--- src/hdl/assert_macros.svh ---
// Assertion macros shared by the RTL files.
`ifndef ASSERT_MACROS_SVH
`define ASSERT_MACROS_SVH

// Assertion clocked on clk, held off while arst_n is low.
`define ASSERT_CLK(label, prop, msg) \
	label: assert property (@(posedge clk) disable iff (!arst_n) prop) else $error(msg);

// Implication form of the above.
`define ASSERT_IMPL(label, pre, post, msg) \
	`ASSERT_CLK(label, (pre) |-> (post), msg)

`endif

--- src/hdl/csp_pkg.sv ---
// Package: sizes, codes and helpers of the sparse product block.
package csp_pkg;

	localparam int MAX_DIM      = 64;
	localparam int DIM_BITS     = $clog2(MAX_DIM);
	localparam int CNT_BITS     = 7;
	localparam int MAX_NZ       = 1024;
	localparam int NZ_BITS      = $clog2(MAX_NZ);
	localparam int FILL_BITS    = NZ_BITS + 1;
	localparam int VALUE_BITS   = 32;
	localparam int IN_VAL_BITS  = 32;
	localparam int ACC_BITS     = 48;
	localparam int PROD_BITS    = 2 * VALUE_BITS;
	localparam int FRAC_BITS    = 16;
	localparam int C_DEPTH      = MAX_DIM * MAX_DIM;
	localparam int C_ADDR_BITS  = 2 * DIM_BITS;
	localparam int A_WIDTH      = 2 * DIM_BITS + VALUE_BITS;
	localparam int B_WIDTH      = DIM_BITS + VALUE_BITS;
	localparam int RNG_WIDTH    = 2 * FILL_BITS;
	localparam int IN_DATA_BITS = ((2 * DIM_BITS + IN_VAL_BITS + 7) / 8) * 8;
	localparam int OUT_DATA_BITS = ((ACC_BITS + 7) / 8) * 8;
	localparam int CFG_IDX_BITS = 3;

	typedef enum logic [1:0] {
		CMD_LOAD_A = 2'd0,
		CMD_LOAD_B = 2'd1,
		CMD_COMPUTE = 2'd2,
		CMD_READ_C = 2'd3
	} cmd_t;

	typedef enum logic [1:0] {
		ST_OK       = 2'd0,
		ST_DIM_ERR  = 2'd1,
		ST_FULL_ERR = 2'd2,
		ST_RANGE_ERR = 2'd3
	} status_t;

	typedef enum logic [CFG_IDX_BITS-1:0] {
		REG_A_ROWS  = 3'd0,
		REG_A_COLS  = 3'd1,
		REG_B_ROWS  = 3'd2,
		REG_B_COLS  = 3'd3,
		REG_UPPER   = 3'd4
	} reg_idx_t;

	// Counts above MAX_DIM act as MAX_DIM.
	function automatic logic [CNT_BITS-1:0] eff_dim(input logic [CNT_BITS-1:0] v);
		logic [CNT_BITS-1:0] lim;
		lim = CNT_BITS'(MAX_DIM);
		return (v > lim) ? lim : v;
	endfunction

endpackage

--- src/hdl/csp_mac.sv ---
// Shared multiply, round and saturating accumulate unit.
module csp_mac (
	input  logic                                    clk,
	input  logic                                    mul_en,
	input  logic                                    rnd_en,
	input  logic signed [csp_pkg::VALUE_BITS-1:0]   a_val,
	input  logic signed [csp_pkg::VALUE_BITS-1:0]   b_val,
	input  logic signed [csp_pkg::ACC_BITS-1:0]     acc_in,
	output logic signed [csp_pkg::ACC_BITS-1:0]     acc_out,
	output logic                                    acc_sat
);

	logic signed [csp_pkg::PROD_BITS-1:0] prod_s1;
	logic signed [csp_pkg::ACC_BITS-1:0]  term_s2;
	logic signed [csp_pkg::PROD_BITS-1:0] rounded;
	logic signed [csp_pkg::ACC_BITS:0]    sum;

	// Q32.32 product to Q32.16, round half up then floor.
	assign rounded = (prod_s1 + csp_pkg::PROD_BITS'(1 << (csp_pkg::FRAC_BITS - 1)))
		>>> csp_pkg::FRAC_BITS;

	always_ff @(posedge clk) begin
		if (mul_en) begin
			prod_s1 <= a_val * b_val;
		end
		if (rnd_en) begin
			term_s2 <= csp_pkg::ACC_BITS'(rounded);
		end
	end

	always_comb begin
		sum = {acc_in[csp_pkg::ACC_BITS-1], acc_in} + {term_s2[csp_pkg::ACC_BITS-1], term_s2};
		acc_sat = (sum[csp_pkg::ACC_BITS] != sum[csp_pkg::ACC_BITS-1]);
		if (!acc_sat) begin
			acc_out = sum[csp_pkg::ACC_BITS-1:0];
		end else if (sum[csp_pkg::ACC_BITS]) begin
			acc_out = {1'b1, {(csp_pkg::ACC_BITS-1){1'b0}}};
		end else begin
			acc_out = {1'b0, {(csp_pkg::ACC_BITS-1){1'b1}}};
		end
	end

endmodule

--- config.mk ---
export PLATFORM = sky130hd
export DESIGN_NAME = csp_mac
export DESIGN_NICKNAME = d
export VERILOG_FILES = /design/src/hdl/assert_macros.svh /design/src/hdl/csp_pkg.sv /design/src/hdl/csp_mac.sv
export SDC_FILE = /design/constraint.sdc
export NUM_CORES = 2
export LEC_CHECK = 0
export BUFFER_PORTS_ARGS = -buffer_cell sky130_fd_sc_hd__buf_2
export CAP_MARGIN = 20
export CORE_MARGIN = 3
export CORE_UTILIZATION = 50
export DETAILED_ROUTE_END_ITERATION = 10
export PLACE_DENSITY = 0.78
export SLEW_MARGIN = 20
export SYNTH_ARGS = -nofsm -noshare
export SYNTH_HDL_FRONTEND = slang
export SYNTH_SLANG_ARGS = --single-unit
--- constraint.sdc ---
create_clock -name clk -period 17.7 [get_ports clk]
set_clock_uncertainty 0.15 [all_clocks]
set_input_delay 3.54 -clock clk [delete_from_list [all_inputs] [get_ports clk]]
set_output_delay 3.54 -clock clk [all_outputs]
set_load 0.03 [all_outputs]
==> impl_metrics.py <==
metrics = {
    "floorplan": {
        "io_pins": 164,
        "core_um2": 82600,
        "rows": 105,
        "start_util": 0.509,
        "die_height_um": 296,
        "die_w_um": 296,
        "die_area_um2": 87600,
    },
    "logic_synthesis": {
        "yosysTopAreaCell": "fa_1",
        "synth_cell_types": 61,
        "synth_seq_cells": 97,
        "syn_inst": 4401,
        "synth_area_um2": 42000,
        "yosysSeqAreaShare": 0.0693,
        "synth-xor-area-share": 0.0311,
        "syn-num-nets": 5827,
        "synthFlopType": "edfxtp_1",
        "synth_fa_ha_area_frac": 0.587,
        "muxShareOfSynthArea": 0.000238,
        "yosys_warnings": 0,
        "syn_avg_cell_area_um2": 9.55,
        "yosysTopAreaCellShare": 0.515,
        "async_flop_share": 0,
        "synth_top_family_by_area": "adder cells",
        "synth-edff-count": 97,
        "synth_compound_area_frac": 0.0488,
        "synthSimpleGateAreaFrac": 0.154,
        "synth_area_leaders": "fa_1 52%, inv_1 9.1%, and2_1 7.8%",
    },
    "timing": {
        "worstMarginPinSlew_ns": 1.03,
        "relSlewSlack": 0.315,
        "finalHoldWorstSlack_ns": 0.437,
        "maxSlewViolCount": 0,
        "fmax_mhz": 83.7,
        "final.setup.tns_ns": 0,
        "rsz0062_at_grt": "false",
        "finalSetupViolCount": 0,
        "period_minus_slack_ns": 11.94,
        "hold_viol_final": 0,
        "fin_crit_sh": 0.675,
    },
    "cts": {
        "post-cts-setup-buffers": 0,
        "cts_buffers": 9,
        "cts_hold_buffers": 0,
        "cts_resized": 0,
        "clockBufferDepth": 2,
        "worstSkewPairLatency_ns": 0.34,
        "clk_pin_slew_ns": 0.07,
        "cts_tree": "yes",
        "htree_levels": 3,
        "cts_root_buffer": "clkbuf_16",
        "cts.sinks": 97,
    },
    "global_routing": {
        "grt_antenna_before_repair": 4,
        "overflow": 0,
        "grt_pass1_wl_um": 181000,
        "grt_use_total": 0.269,
        "first_global_vias": 33000,
        "grt_start_max_net_pins": 50,
    },
    "critical_path": {
        "cp-end-kind": "flip-flop",
        "critPathMaxStageDelay_ns": 1.07,
        "worst-path-max-fanout": 33,
        "cpMostUsedCell": "fa_1",
        "path_buf_inv": 6,
        "critical_path_required_ns": 17.63,
        "startpoint_type": "primary input",
        "crit_slowest_cell": "fa_1",
        "critPathKind": "in2reg",
        "ff2ff_path_depth": 10,
        "critPathArrivalTime_ns": 11.87,
        "cp.depth": 27,
        "cp_top_family": "adder cells",
    },
    "layout": {
        "syn2layout_area_growth_pct": 4.35,
        "final_common_cell": "fa_1",
        "postLayoutCoreUtil": 0.531,
        "drive_gt1_frac": 0.0492,
        "layout_common_cells": "1082 x fa_1, 1017 x inv_1, 539 x nand2_1, 525 x and2_1, 229 x ha_1",
        "fin_nets": 5811,
        "final_area_um2": 43800,
    },
    "drt": {
        "vias": 30000,
        "drt-pass1-iter-count": 5,
        "drt_wl_total_um": 113000,
        "drt-wirelength-per-cell_um": 20.6,
        "ant_nets": 0,
        "drtIter0Drc": 2261,
        "drc_errors": 0,
        "vias_per_cell": 5.48,
    },
    "place": {
        "port_buffers": 163,
        "placed_cell_area_um2": 43500,
        "dpl.hpwl_um": 87900,
        "gp_congestion": 0.928,
    },
    "worst_hold_path": {
        "min_path_type": "reg2reg",
        "hold_depth": 1,
    },
    "job": {
        "max_cap_viol_count": 0,
    },
    "status": {
        "status": "completed",
    },
}
layout make-up:
| class | count | area, um^2 |
|---|---|---|
| repair buffers | 182 | 958 |
| inverters | 1017 | 3820 |
| well taps | 1070 | 1340 |
| clock inverters | 7 | 83.8 |
| clock buffers | 9 | 225 |
| fillers | 7217 | 38800 |
| flip-flops and latches | 97 | 2910 |
| multi-input cells | 3078 | 34500 |
| diodes | 6 | 15.0 |
cell families after synthesis:
logic type | Yosys count
mux | 1
fa+ha+maj | 1323
buf+inv | 1226
flops | 97
simple gates | 1288
xor+xnor | 147
compound gates | 319
cell usage after synthesis, drive strengths merged, types with 4 or more instances:
library cell	n
a21oi	101
inv	1017
maj3	12
a31oi	9
nand3	30
ha	229
a21o	66
and4	4
and3	24
nor2b	14
nand2b	22
a211o	5
o21ai	72
fa	1082
o31ai	8
buf	8
nand4	26
and2	525
a211oi	8
clkbuf	201
nand2	540
edfxtp	97
nor2	80
nor3	13
a221o	4
xnor2	103
o21a	8
o21bai	14
xor2	44
per-layer routing:
layer	share of wire	wire length, um	GRT usage	vias to the layer above
met2	0.45	50500	0.428	1607
met4	0.033	3700	0.0761	2
met1	0.40	44600	0.363	15200
met3	0.12	14000	0.0771	244
met5	0.00012	13	0	-
li1	-	-	-	12900
flip-flops by register name, indices dropped and copies added, names as in the netlist:
signal,flops
term_s2,48
prod_s1,49
metrics by stage:
step | worst slack (ns) | instances
after floorplan | 6.68 | 4401
after global placement | 5.62 | 5444
after detailed placement | 5.47 | 5444
after CTS | 5.81 | 5460
after global routing | 5.27 | 5462
final | 5.76 | 5466
worst paths after layout:
kind	endpoint	start	slack (ns)
setup / recovery	prod_s1[63]	a_val[31]	5.76
setup reg to reg	term_s2[47]	prod_s1[22]	14.33
hold reg to reg	term_s2[45]	prod_s1[61]	0.44
hold / removal	term_s2[45]	prod_s1[61]	0.44
Power is left out: the tool's default activity adds up to more than one toggle a clock period on the data nets, which glitch-free logic cannot reach.
