`config.mk`:
```
export PLATFORM = sky130hd
export DESIGN_NAME = csp_ram
export DESIGN_NICKNAME = d
export VERILOG_FILES = /design/src/hdl/assert_macros.svh /design/src/hdl/csp_ram.sv
export SDC_FILE = /design/constraint.sdc
export NUM_CORES = 1
export LEC_CHECK = 0
export BUFFER_PORTS_ARGS = -buffer_cell sky130_fd_sc_hd__buf_2
export CORE_MARGIN = 2
export CORE_UTILIZATION = 50
export DETAILED_ROUTE_END_ITERATION = 10
export GPL_TIMING_DRIVEN = 0
export MAX_ROUTING_LAYER = met4
export PLACE_DENSITY_LB_ADDON = 0.12
export SYNTH_ARGS = -nofsm -noshare
export SYNTH_HDL_FRONTEND = slang
export SYNTH_SLANG_ARGS = --single-unit
```
`constraint.sdc`:
```
create_clock -name clk -period 2.3 [get_ports clk]
set_clock_uncertainty 0.2 [all_clocks]
set_input_delay 0.575 -clock clk [delete_from_list [all_inputs] [get_ports clk]]
set_output_delay 0.575 -clock clk [all_outputs]
set_load 0.03 [all_outputs]
```
`src/hdl/assert_macros.svh`:
```
// Assertion macros shared by the RTL files.
`ifndef ASSERT_MACROS_SVH
`define ASSERT_MACROS_SVH

// Assertion clocked on clk, held off while arst_n is low.
`define ASSERT_CLK(label, prop, msg) \
	label: assert property (@(posedge clk) disable iff (!arst_n) prop) else $error(msg);

// Implication form of the above.
`define ASSERT_IMPL(label, pre, post, msg) \
	`ASSERT_CLK(label, (pre) |-> (post), msg)

`endif

```
`src/hdl/csp_ram.sv`:
```
// Generic single-write, single-read RAM with registered read data.
module csp_ram #(
	parameter int WIDTH = 8,
	parameter int DEPTH = 16
) (
	input  logic                     clk,
	input  logic                     wr_en,
	input  logic [$clog2(DEPTH)-1:0] wr_addr,
	input  logic [WIDTH-1:0]         wr_data,
	input  logic                     rd_en,
	input  logic [$clog2(DEPTH)-1:0] rd_addr,
	output logic [WIDTH-1:0]         rd_data
);

	logic [WIDTH-1:0] mem [DEPTH];
	logic [WIDTH-1:0] rd_data_q;

	always_ff @(posedge clk) begin
		if (wr_en) begin
			mem[wr_addr] <= wr_data;
		end
		if (rd_en) begin
			rd_data_q <= mem[rd_addr];
		end
	end

	assign rd_data = rd_data_q;

endmodule

```
==> impl_metrics.toml, run 1 <==
[run_status]
outcome = "completed"

[placement]
gp_congestion = 0.706
portBuffers = 25
post_dp_cell_area_um2 = 5520
dp.cells = 390
hpwl_um = 6010

[critical_path]
cp_max_fo = 8
worstPathCellList = "buf_2, nand3b_1, nor3_1"
cp.arrival_ps = 1900
critical-path-slowest-cell = "nor3_1"
worst_setup_path_end_kind = "flip-flop"
worst_path_largest_cell_delay_ps = 970
required_ps = 2210
cp-start-kind = "input port"
crit_type = "in2reg"
critPathBufInv = 1
cp_top_family = "simple AND/OR/NAND/NOR gates"

[floorplanning]
fp.coreArea_um2 = 10200
start_util_pct = 51.1
die_x_um = 106
pin_count = 27
num_rows = 37
die_area_um2 = 11300
dieHeight_um = 106

[sta]
worst_pin_slew_ps = 1220
post-route-min-period_ps = 1990
rsz0062_at_grt = "no"
slew-limit-headroom_pct = 17.8
tns_ps = 0
finalMaxSlewViolations = 0
setup_viol = 0
fmax_ghz = 0.503
fin_crit_sh_pct = 86.4
timing_hold_violations_final = 0

[power]
leakagePower_nw = 2.00
power_density_nw_per_um2 = 893
ir_drop_uv = 428
power_mw = 5.39

[final_layout]
nNetsFinal = 292
fillCellCount = 765
insertedDiodeCount = 0
syn2layout_area_growth_pct = 15.4
fin_area_um2 = 6030
utilization_pct = 59.0
drive_gt1_share_pct = 27.8
finalNonFillerCells = 420

[routing]
first_pass_iters = 4
wl_per_cell_um = 22.9
ant_nets = 0
route.detailed.drc = 0
drtIter0Drc = 158
vias = 2419
drt_wl_total_um = 9630
viasPerCell = 5.76

[synthesis]
synth.top_cell.area_share_pct = 78.1
postSynthAreaPerCell_um2 = 22.8
ys_async_sr_fraction_pct = 0
synth_common_cells = "edfxtp_1 (136), mux4_2 (18), a22oi_1 (16), mux4_1 (14), nor2_1 (13)"
synth_edf_count = 136
ys_seq_elements = 136
yosysMostFrequentCell = "edfxtp_1"
synth_ff_type = "edfxtp_1"
syn_inst = 229
yosysTopAreaCell = "edfxtp_1"
synth.area.top_cells = "edfxtp_1 (78%), mux4_2 (7.8%), mux4_1 (7.0%)"
syn_area_um2 = 5230
synth_fp_nets = 248
synth.distinct_cells = 18
ys_seq_area_share_pct = 78.1
synth_warnings = 0

[global_routing]
met3_usage_pct = 4.35
antenna_found_initial = 0
grt_first_pass_wirelength_um = 14600
grt_max_degree = 17
grt_usage_pct = 19.3
top_usage_layer = "met2"
met2_usage_pct = 29.1
grt.overflow.total = 0
met1_usage_pct = 26.2
grt_pass1_vias = 2481

[clock_network]
cts_buffer_depth = 2
cts_num_sinks = 136
htree_levels = 4
clkLatencyLatePin_ps = 510
clk_pin_slew_ps = 60
cts_tree = "done"
cts_root_buf = "clkbuf_8"
cts_made_buffers = 17

[min_path]
min-delay-path-class = "in2reg"

[run]
drv_cap = 0
## final cells by class
type	count	area, um^2	share of cell area, %
plain buffers	10	86.3	1.43
clock buffers	17	414	6.87
clock inverters	13	90.1	1.49
multi-input cells	83	1060	17.6
flip-flops and latches	136	4080	67.7
well taps	136	170	2.82
repair buffers	25	125	2.07
## routing by layer
layer | wire [um] | vias to the layer above
met5 | 0 | -
met3 | 635 | 11
li1 | - | 1075
met2 | 4750 | 80
met1 | 4130 | 1253
met4 | 120 | 0
## final timing paths
kind	slack (ps)	end	depth (start not counted)	start
max reg2reg	590	rd_data[0]$_DFFE_PP_	3	mem[5][0]$_DFFE_PP_
min	200	rd_data[5]$_DFFE_PP_	1	rd_en
min reg2reg	560	rd_data[0]$_DFFE_PP_	3	mem[10][0]$_DFFE_PP_
max	310	mem[8][0]$_DFFE_PP_	3	wr_addr[2]
## registers in the layout (all words and copies together) (netlist names)
register	flops
mem	128
rd_data	8
## worst reg2reg max path: stages, from the launching register on
cell and delay [ps]:
edfxtp_1 360, mux4_1 560, a22oi_1 260, nand2_1 80
## cell usage in the layout (no fill, tap or decap)
| cell type | netlist | routed |
|---|---|---|
| a22oi_1 | 16 | 16 |
| and2_1 | 1 | 1 |
| and2b_1 | 1 | 1 |
| buf_2 | 3 | 28 |
| buf_4 | 1 | 1 |
| buf_6 | 3 | 3 |
| bufinv_16 | 0 | 1 |
| clkbuf_16 | 0 | 16 |
| clkbuf_8 | 0 | 1 |
| clkdlybuf4s25_2 | 3 | 3 |
| clkinv_1 | 0 | 6 |
| clkinv_2 | 0 | 3 |
| clkinvlp_4 | 0 | 3 |
| edfxtp_1 | 136 | 136 |
| mux4_1 | 14 | 14 |
| mux4_2 | 18 | 18 |
| nand2_1 | 9 | 9 |
| nand2b_1 | 2 | 2 |
| nand3_1 | 1 | 1 |
| nand3b_1 | 2 | 2 |
| nor2_1 | 13 | 13 |
| nor2b_1 | 1 | 1 |
| nor3_1 | 4 | 3 |
| nor3_2 | 0 | 1 |
| or3b_2 | 1 | 1 |
## logic make-up (layout without fill, tap and decap cells)
group | after synthesis | after routing | synth area share [%]
buffers and inverters | 10 | 65 | 1.65
AO/OA/AOI/OAI | 16 | 16 | 2.30
AND/OR/NAND/NOR | 35 | 35 | 3.14
multiplexers | 32 | 32 | 14.8
flip-flops | 136 | 136 | 78.1
## power breakdown
group | switching (mW) | total (mW) | internal [mW]
Sequential | 0.0107 | 2.80 | 2.79
Clock | 0.915 | 2.30 | 1.39
Combinational | 0.174 | 0.282 | 0.108
## timing repair
item / CTS / global route
endpoints found under the hold margin: 0 / 0
endpoints found under the setup margin: 0 / 8
buffers inserted: 0 / 0
gates resized for setup: 0 / 1
hold buffers: 0 / 0
## metrics by stage
| step | hold slack (ps) | setup WS [ps] |
|---|---|---|
| global route | 194 | 141 |
| detailed placement | 549 | -512 |
| global placement | 540 | -499 |
| CTS | 191 | 35.6 |
| floorplan | 474 | 32.1 |
| finish | 204 | 314 |
(Power assumes the default switching activity.)
==> run 2: changes to the inputs <==
- ABC_AREA: unset -> 0
- CORE_ASPECT_RATIO: unset -> 0.8
- TNS_END_PERCENT: unset -> 1
==> run 2 against run 1 <==
Total power grew 7.4%. Die area about the same. Non-clock buffer count up 1. Clock power increased by 17%. Combinational power is 2% higher. Global-route usage is 0.11 points lower.
==> impl_metrics.toml, run 2 (same netlist as run 1, synthesis figures left out) <==
[run_status]
outcome = "completed"

[power]
leakagePower_nw = 2.05
p_int_mw = 4.69
ir_drop_uv = 683
clkPwrFrac_pct = 46.6
power_frac_seq_pct = 48.5
switching_share_pct = 19.0
pwr-share-comb_pct = 5.0
p_sw_mw = 1.10
power_density_nw_per_um2 = 944

[routing]
route.detailed.drc = 0
drt_wl_total_um = 9780
wl_per_cell_um = 22.9
first_pass_iters = 4
vias = 2375
ant_nets = 0
drtIter0Drc = 127
viasPerCell = 5.56

[floorplanning]
die_x_um = 118
dieHeight_um = 95.5
start_util_pct = 51.3
pin_count = 27
fp.coreArea_um2 = 10200
die_area_um2 = 11300
num_rows = 33

[critical_path]
worstPathCellList = "buf_2, or3b_2, nor2_1"
required_ps = 2130
cp.arrival_ps = 1850
worst_path_largest_cell_delay_ps = 620
rrSetupSlack_ps = 520
critical-path-slowest-cell = "nor2_1"
cp-start-kind = "input port"
worst_setup_path_end_kind = "flip-flop"
crit_type = "in2reg"
cp_max_fo = 8

[clock_network]
cts_setup_buffers = 0
clk_pin_slew_ps = 50
hold_buffers = 0
cts_root_buf = "clkbuf_16"
cts_num_sinks = 136
clkLatencyLatePin_ps = 410
cts_buffer_depth = 2
cts_tree = "done"
cts_made_buffers = 17
cts_resized = 1
htree_levels = 4

[sta]
setup_slack_ps = 283
fmax_ghz = 0.496
setup_viol = 0
rsz0062_at_grt = "no"
worst_pin_slew_ps = 1250
post-route-min-period_ps = 2020
fin_crit_sh_pct = 87.7
finalMaxSlewViolations = 0
slew-limit-headroom_pct = 16.2
timing.hold.ws_ps = 296
timing_hold_violations_final = 0

[placement]
dp_slack_ps = -522
portBuffers = 25
post_dp_cell_area_um2 = 5530
hpwl_um = 6200
gp_congestion = 0.717

[global_routing]
grt_max_degree = 17
grt.overflow.total = 0
antenna_found_initial = 0
grt_usage_pct = 19.2
grt_pass1_vias = 2230
grt_first_pass_wirelength_um = 14000

[final_layout]
layout_common_cells = "edfxtp_1 (136), buf_2 (29), mux4_2 (18)"
insertedDiodeCount = 0
fin_area_um2 = 6130
syn2layout_area_growth_pct = 17.3
fillCellCount = 763
regArea_um2 = 4080
utilization_pct = 60.1
drive_gt1_share_pct = 28.2
largest_register_ffs = 128
nNetsFinal = 293
multiInputGateArea_um2 = 1060
regMostFlops = "mem"
mostFrequentLayoutCell = "edfxtp_1"

[min_path]
min-delay-path-class = "in2reg"

[run]
drv_cap = 0
## run 2: power by group through the flow
| stage | clock [mW] | combinational [mW] | sequential, mW |
|---|---|---|---|
| after CTS | 2.74 | 0.290 | 2.81 |
| after detailed placement | 0 | 0.288 | 2.86 |
| after global routing | 2.85 | 0.307 | 2.81 |
| after floorplan | 0 | 0.141 | 2.88 |
| final | 2.69 | 0.287 | 2.81 |
| after global placement | 0 | 0.282 | 2.85 |
## run 2: final timing paths
check,startpoint,to,cells after the start
max,wr_addr[2],mem[2][6]$_DFFE_PP_,3
min,rd_en,rd_data[6]$_DFFE_PP_,1
max reg2reg,mem[6][7]$_DFFE_PP_,rd_data[7]$_DFFE_PP_,3
min reg2reg,mem[8][3]$_DFFE_PP_,rd_data[3]$_DFFE_PP_,3
## run 2: worst max-delay path: cells and delay by family
kind                   cells  cell delay [ps]
AND/OR/NAND/NOR            2             1140
buffers and inverters      1              120
## run 2: final cells by class
cell class | instances | area share (%)
Buffer | 10 | 1.41
Clock buffer | 19 | 7.06
Clock inverter | 13 | 2.59
Multi-Input combinational cell | 83 | 17.3
Sequential cell | 136 | 66.6
Tap cell | 140 | 2.86
Timing Repair Buffer | 26 | 2.12
## run 2: through the flow
step	TNS, ps	instances	total power, mW
floorplan	0	229	3.02
global placement	-11420	394	3.14
detailed placement	-11880	394	3.14
CTS	0	426	5.84
global route	0	427	5.96
finish	0	427	5.79
## run 2: routing by layer
layer  part of all wire [%]  track usage [%]  up-vias
met3                    4.7             5.56        8
li1                       -                -     1074
met5                      0                -        -
met4                   0.79             7.23        0
met2                     46             26.4       71
met1                     49             27.3     1222
